**src/sv/tbc_pkg.sv**
```systemverilog
// shared types and constants of the translated block cache
// used by tbc_hash, tbc_engine and translated_block_cache_top; no dependencies
package tbc_pkg;

  localparam int HashBits = 10;
  localparam int NumSlots = 1 << HashBits;

  localparam logic [63:0] FibMul = 64'h9e3779b97f4a7c15;

  localparam int RegionW = 25;
  localparam int OffsetW = 24;
  localparam int SizeW   = 25;
  localparam int SlotW   = 10;
  localparam int BlkW    = 11;
  localparam int FreedW  = 32;

  localparam logic [RegionW-1:0] RegionReset = 25'd262144;
  localparam logic [RegionW-1:0] RegionMax   = 25'd16777216;

  typedef enum logic [1:0] {
    KIND_INSERT     = 2'd0,
    KIND_LOOKUP     = 2'd1,
    KIND_FREE_RANGE = 2'd2,
    KIND_FREE_ALL   = 2'd3
  } kind_e;

  typedef enum logic [1:0] {
    STATUS_OK   = 2'd0,
    STATUS_MISS = 2'd1,
    STATUS_FULL = 2'd2
  } status_e;

  typedef struct packed {
    kind_e             kind;
    logic [63:0]       paddr;
    logic [63:0]       range_end;
    logic [SizeW-1:0]  block_bytes;
  } tbc_in_t;

  typedef struct packed {
    status_e            status;
    logic [SlotW-1:0]   slot;
    logic               evicted;
    logic [OffsetW-1:0] code_offset;
    logic [SizeW-1:0]   code_bytes;
    logic [BlkW-1:0]    blocks_in_use;
    logic [SizeW-1:0]   bytes_used;
    logic [FreedW-1:0]  bytes_freed;
  } tbc_out_t;

  // one table entry
  typedef struct packed {
    logic               valid;
    logic [OffsetW-1:0] offset;
    logic [SizeW-1:0]   size;
  } slot_entry_t;

  typedef struct packed {
    logic        start;
    logic [63:0] word;
  } hash_req_t;

  typedef struct packed {
    logic                done;
    logic [HashBits-1:0] slot;
  } hash_rsp_t;

endpackage

```
**src/sv/tbc_hash.sv**
```systemverilog
// iterative fibonacci hash: top HashBits bits of the low 64 bits of word * FibMul
// one shared 32x32 multiplier over three steps; depends on tbc_pkg
module tbc_hash import tbc_pkg::*; (
  input  logic      clk_i,
  input  logic      rst_ni,
  input  hash_req_t req_i,
  output hash_rsp_t rsp_o
);

  localparam logic [31:0] FibLo = FibMul[31:0];
  localparam logic [31:0] FibHi = FibMul[63:32];

  typedef enum logic [3:0] {
    HS_IDLE = 4'b0001,
    HS_LO   = 4'b0010,
    HS_XA   = 4'b0100,
    HS_XB   = 4'b1000
  } hstate_e;

  hstate_e             state_q, state_d;
  logic [63:0]         word_q, word_d;
  logic [63:0]         acc_q, acc_d;
  logic                done_q, done_d;
  logic [HashBits-1:0] slot_q, slot_d;
  logic [31:0]         mul_a, mul_b;
  logic [63:0]         prod;

  // cross terms only reach the upper half of the 64-bit product
  assign mul_a = (state_q == HS_XB) ? word_q[63:32] : word_q[31:0];
  assign mul_b = (state_q == HS_XA) ? FibHi : FibLo;
  assign prod  = {32'd0, mul_a} * {32'd0, mul_b};

  always_comb begin
    state_d = state_q;
    word_d  = word_q;
    acc_d   = acc_q;
    done_d  = 1'b0;
    slot_d  = slot_q;
    unique case (state_q)
      HS_IDLE: begin
        if (req_i.start) begin
          word_d  = req_i.word;
          state_d = HS_LO;
        end
      end
      HS_LO: begin
        acc_d   = prod;
        state_d = HS_XA;
      end
      HS_XA: begin
        acc_d[63:32] = acc_q[63:32] + prod[31:0];
        state_d      = HS_XB;
      end
      HS_XB: begin
        acc_d[63:32] = acc_q[63:32] + prod[31:0];
        slot_d       = acc_d[63 -: HashBits];
        done_d       = 1'b1;
        state_d      = HS_IDLE;
      end
      default: state_d = HS_IDLE;
    endcase
  end

  always_ff @(posedge clk_i or negedge rst_ni) begin
    if (!rst_ni) begin
      state_q <= HS_IDLE;
      done_q  <= 1'b0;
    end else begin
      state_q <= state_d;
      done_q  <= done_d;
    end
  end

  always_ff @(posedge clk_i) begin
    word_q <= word_d;
    acc_q  <= acc_d;
    slot_q <= slot_d;
  end

  assign rsp_o.done = done_q;
  assign rsp_o.slot = slot_q;

endmodule

```
**config.mk**
```make
export PLATFORM = sky130hd
export DESIGN_NAME = tbc_hash
export DESIGN_NICKNAME = d
export VERILOG_FILES = /design/src/sv/tbc_pkg.sv /design/src/sv/tbc_hash.sv
export SDC_FILE = /design/constraint.sdc
export NUM_CORES = 2
export LEC_CHECK = 0
export ABC_AREA = 1
export BUFFER_PORTS_ARGS = -buffer_cell sky130_fd_sc_hd__buf_2
export CORE_MARGIN = 2
export CORE_UTILIZATION = 35
export CTS_BUF_LIST = sky130_fd_sc_hd__clkbuf_4
export DETAILED_ROUTE_END_ITERATION = 7
export PLACE_DENSITY = 0.49
export REMOVE_ABC_BUFFERS = 1
export SYNTH_ARGS = -nofsm -noshare
export SYNTH_HDL_FRONTEND = slang
export SYNTH_SLANG_ARGS = --single-unit
```
**constraint.sdc**
```tcl
create_clock -name clk_i -period 11.4 [get_ports clk_i]
set_clock_uncertainty 0.05 [all_clocks]
set_input_delay 1.14 -clock clk_i [delete_from_list [all_inputs] [get_ports clk_i]]
set_output_delay 1.14 -clock clk_i [all_outputs]
set_load 0.02 [all_outputs]
```
==> Word level (Yosys, flattened, before mapping) <==
Index checks and enable logic that the tools add are counted.
Widths: inputs -> output; s select.
{ "totals": {"romBits": 0, "ff_bits": 111, "latch_bits": 0, "inputBits": 67, "n_memories": 0, "elab_cells": 21, "output_inout_bits": 11, "mem_bits_rw": 0} }
{ "classes": {"n_eq_ne": 5, "bitwise_logic": 0, "mul": 1, "reduce_logical": 3, "magnitude_cmp": 0, "n_mux": 6, "shift": 0, "div_mod_pow": 0, "add_sub_neg": 1} }
{ "ops": {"columns": ["op", "count"], "rows": [
  ["$mul 32x32->64", 1],
  ["$mux 32", 2],
  ["$pmux 32 s2", 1],
  ["$add 32x32->32", 1],
  ["$pmux 4 s3", 1],
  ["$eq 4x1->1 const B", 1],
  ["$eq 4x2->1 const B", 1],
  ["$eq 4x3->1 const B", 1],
  ["$eq 4x4->1 const B", 1],
  ["$mux 4", 1],
  ["$ne 2x2->1 const B", 1],
  ["$reduce_and 2->1", 1],
  ["$reduce_bool 2->1", 1],
  ["$reduce_or 2->1", 1],
  ["$mux 1", 1]
]} }

==> Depth between registers and ports, before layout <==
{ "logic_depth": {"word_depth": 5, "depth_mapped": 49, "mapped_depth_nobuf": 48} }

==> Worst setup path after synthesis <==
No wires, ideal clock.
{ "synth_timing": {"path_type": "flip-flop to flip-flop", "start": "reg state_q[0]", "end": "reg slot_q[7], data pin", "path_stages_with_launch": 38, "period_less_slack_ps": 8222, "required_ps": 11095, "path_buffers": 1, "setup_slack_ps": 3178, "t_arrival_ps": 7918, "setup_ps": 255, "cell_sequence": "dfstp_2 > nor2_2 > inv_2 > nor3_4 > inv_2 > buf_2 > nand2_1 > o21ai_2 > inv_1 > nor2_1 > inv_1 > fa_1 > inv_1 > ha_1 > fa_1 > inv_1 > fa_1 > inv_1 > (+2 left out) > fa_1 > fa_1 > ha_1 > nand2_1 > nor2_1 > inv_1 > nor3_1 > nand2_1 > nand3_1 > xor2_1 > ha_1 > nand2_1 > inv_1 > a21oi_1 > o21ai_0 > a21oi_1 > nand3_1 > and2_1"} }
{ "synth_via": {"elab_chain_cells": 4, "word_cells_on_any_way": 6, "cone_classes": "1 x add/sub; 1 x mul; 2 x eq/ne; 2 x mux"} }
{ "synth_rtl": {"columns": ["item", "line_no", "text"], "rows": [
  ["start, declared", "tbc_hash.sv:20", "hstate_e state_q, state_d;"],
  ["start signal, assigned", "tbc_hash.sv:69", "state_q <= state_d;"],
  ["$eq 4x4->1 or $eq 4x3->1 (tied branches)", "tbc_hash.sv:29, tbc_hash.sv:30", null],
  ["$mux 32 (on tied branches)", "tbc_hash.sv:29, tbc_hash.sv:30", null],
  ["$mul 32x32->64 *", "tbc_hash.sv:31", "assign prod = {32'd0, mul_a} * {32'd0, mul_b};"],
  ["$add 32x32->32 *", "tbc_hash.sv:55", "acc_d[63:32] = acc_q[63:32] + prod[31:0];"],
  ["end signal, assigned", "tbc_hash.sv:77", "slot_q <= slot_d;"],
  ["end, declared", "tbc_hash.sv:24", "logic [HashBits-1:0] slot_q, slot_d;"]
]} }
Every way passes the cells marked *; elsewhere a longest branch is shown, timed or not.
A chain may end at the register's enable or synchronous reset.

==> Worst setup path after layout <==
Same ends and word-level chain as after synthesis.

==> summary.txt <==
Htree depth: 3
Status: completed
Max-slew violation count: 0
Share of the synthesized area in the top cell type: 37.2%
Worst Hold Class: primary input to async pin
Worst skew pair latency: 0.71 ns
Final hold violations: 0
Relative slew slack: 34.8%
Number of fill cells in the layout: 9774
Post-synth top flop: edfxtp_1
Drt first pass iters: 6
Crit. End Element: register
# port buffers: 77
Full die area: 96000 um^2
Max incr delay on CP: 0.65 ns
Seq/Total Area, Yosys: 10.1%
Post-CTS Setup Bufs: 0
Rows: 112
Async SR Flop Fraction: 4.50%
Worst endpoint required time: 11.89 ns
Largest net degree at the start of global routing: 40
Initial core utilization: 35.2%
Cell variety after synth: 43
Core ar.: 93000 um^2
TritonCTS Buffers: 9
Biggest area consumer among synthesized cells: fa_1
Initial drt markers: 1720
CTS Buffer Depth: 2
Syn Area/Cell: 8.52 um^2
Antenna-violating nets left: 0
# IOs: 78
DRC: 0
Clock Sinks: 111
Fin Setup TNS: 0 ns
Routed via count: 24056
Grt ovf: 0
Crit-path most repeated cell: fa_1
Final HPWL DP: 98200 um
Total wire length: 109000 um
Worst Path Max Fanout: 33
Most frequent cells in the layout: inv_1, nand2_1, fa_1
GRT Overall Usage: 23.9%
Die X: 310 um
Commonest non-fill, non-tap cell in the layout: inv_1
CTS root buf: clkbuf_4
First-pass GRT wire length: 166000 um
Unrepaired setup endpoints after global routing: no
Number of global-route vias before repair: 25462
Flop and latch count out of synthesis: 111
Post-synth EDFFs: 106
Multi-input logic area: 25200 um^2
Yosys warns: 0
WP data arrival: 10.96 ns
Slowest CP cell: inv_2
Clock slew at reported path FFs: 0.25 ns
Critical Path Start Type: register
CTS tree: built
Storage element area: 3310 um^2
P&R area growth vs syn: 6.21%
Avg WL per Cell: 21.1 um
Vias per inst: 4.66
Ranking of synthesized cells by area: fa_1, ha_1, inv_1, edfxtp_1, nand2_1
GP Congestion: 0.952
Cells resized by post-CTS repair: 0
Critical path class: register to register
Hold-fix buffers, CTS: 0
Total Nets Final: 5071
MaxCap Viol Count: 0
Cells after synthesis: 3841
Initial antenna violation count: 2
Worst-margin pin slew: 0.979 ns
Fmax: 0.0956 GHz
Final period util: 91.8%
Final setup viols: 0
Fin crit period: 10.47 ns
Synth Cell Area: 32700 um^2
Die height: 310 um
Share of cells above drive strength 1: 5.23%
critical path, delay by kind of cell, from the launching register on:
kind                     cells  cell delay (ns)
AO/OA/AOI/OAI                4             0.68
XOR/XNOR                     1             0.61
AND/OR/NAND/NOR             13             2.20
adder cells (fa/ha/maj)     10             4.71
flip-flops                   1             0.60
buffers and inverters        7             1.41
layer usage:
metal  vias to the layer above  routed length (um)  part of all wire (%)  global-route usage, %
li1                      11498                   -                     -                      -
met1                     11883               51500                    47                   34.3
met2                       624               50700                    47                   39.3
met3                        51                5290                   4.9                   2.33
met4                         0                1540                   1.4                   4.42
met5                         -                   0                     0                      0
cell type report:
type,instances,share of cell area (%)
sequential,111,9.52
clock buffer,10,0.216
multi-input combinational,2610,72.5
timing repair buffer,94,1.48
tap,1254,4.51
clock inverter,6,0.155
inverter,1073,11.6
antenna,4,0.0288
per-stage QoR:
step                setup WS (ns)  instances  cell area (um^2)  hold WS, ns  utilization, %
floorplan                   0.819       3794             32500        0.465               -
global placement            0.900       5142             34600        0.512            37.2
detailed placement          0.944       5142             34600        0.514            37.2
CTS                         0.937       5158             34800       0.0629            37.3
global route                0.365       5162             34800       0.0760            37.4
finish                      0.935       5162             34800        0.131            37.4
flip-flops by register name, summed over array words and instances (netlist names):
register,cells
slot_q,10
word_q,64
acc_q,32
state_q,4
done_q,1
cell usage after synthesis (2+ instances only):
cell	number
a21o_1	6
a21oi_1	83
a21oi_2	2
and2_1	15
and3_1	3
buf_1	2
buf_2	8
buf_4	2
clkbuf_1	65
conb_1	2
dfrtp_1	4
edfxtp_1	106
fa_1	608
ha_1	497
inv_1	1057
inv_2	14
nand2_1	792
nand2_2	6
nand2_4	3
nand3_1	111
nand3b_1	12
nand4_1	16
nor2_1	220
nor2_2	3
nor3_1	14
nor3b_1	2
nor4_1	4
o21a_1	6
o21ai_0	43
o21ai_1	4
o21ai_2	25
o21ai_4	5
o21bai_1	14
or2_2	30
xnor2_1	9
xor2_1	41
path summary, 6_finish.rpt:
kind	start	to	slack [ns]	cells after the start
max	state_q[0]	slot_q[7]	0.93	35
min	rst_ni	state_q[1]	0.13	1
max reg2reg	state_q[0]	slot_q[7]	0.93	35
min reg2reg	state_q[0]	state_q[1]	0.53	2
max in group asynchronous	rst_ni	state_q[0]	10.96	1
min in group clk_i	req_i[2]	word_q[2]	0.52	1
cell families (layout without fill, tap and decap cells):
family / after synthesis / after routing / share of synthesized area (%)
buffers and inverters: 1151 / 1183 / 13.3
adder cells (fa/ha/maj): 1105 / 1105 / 56.2
AO/OA/AOI/OAI: 190 / 190 / 3.60
XOR/XNOR: 50 / 50 / 1.34
flip-flops: 111 / 111 / 10.1
other: 2 / 37 / 0.0229
AND/OR/NAND/NOR: 1232 / 1232 / 15.5
Power is left out: the tool's default activity adds up to more than one toggle a clock period on the data nets, which glitch-free logic cannot reach.
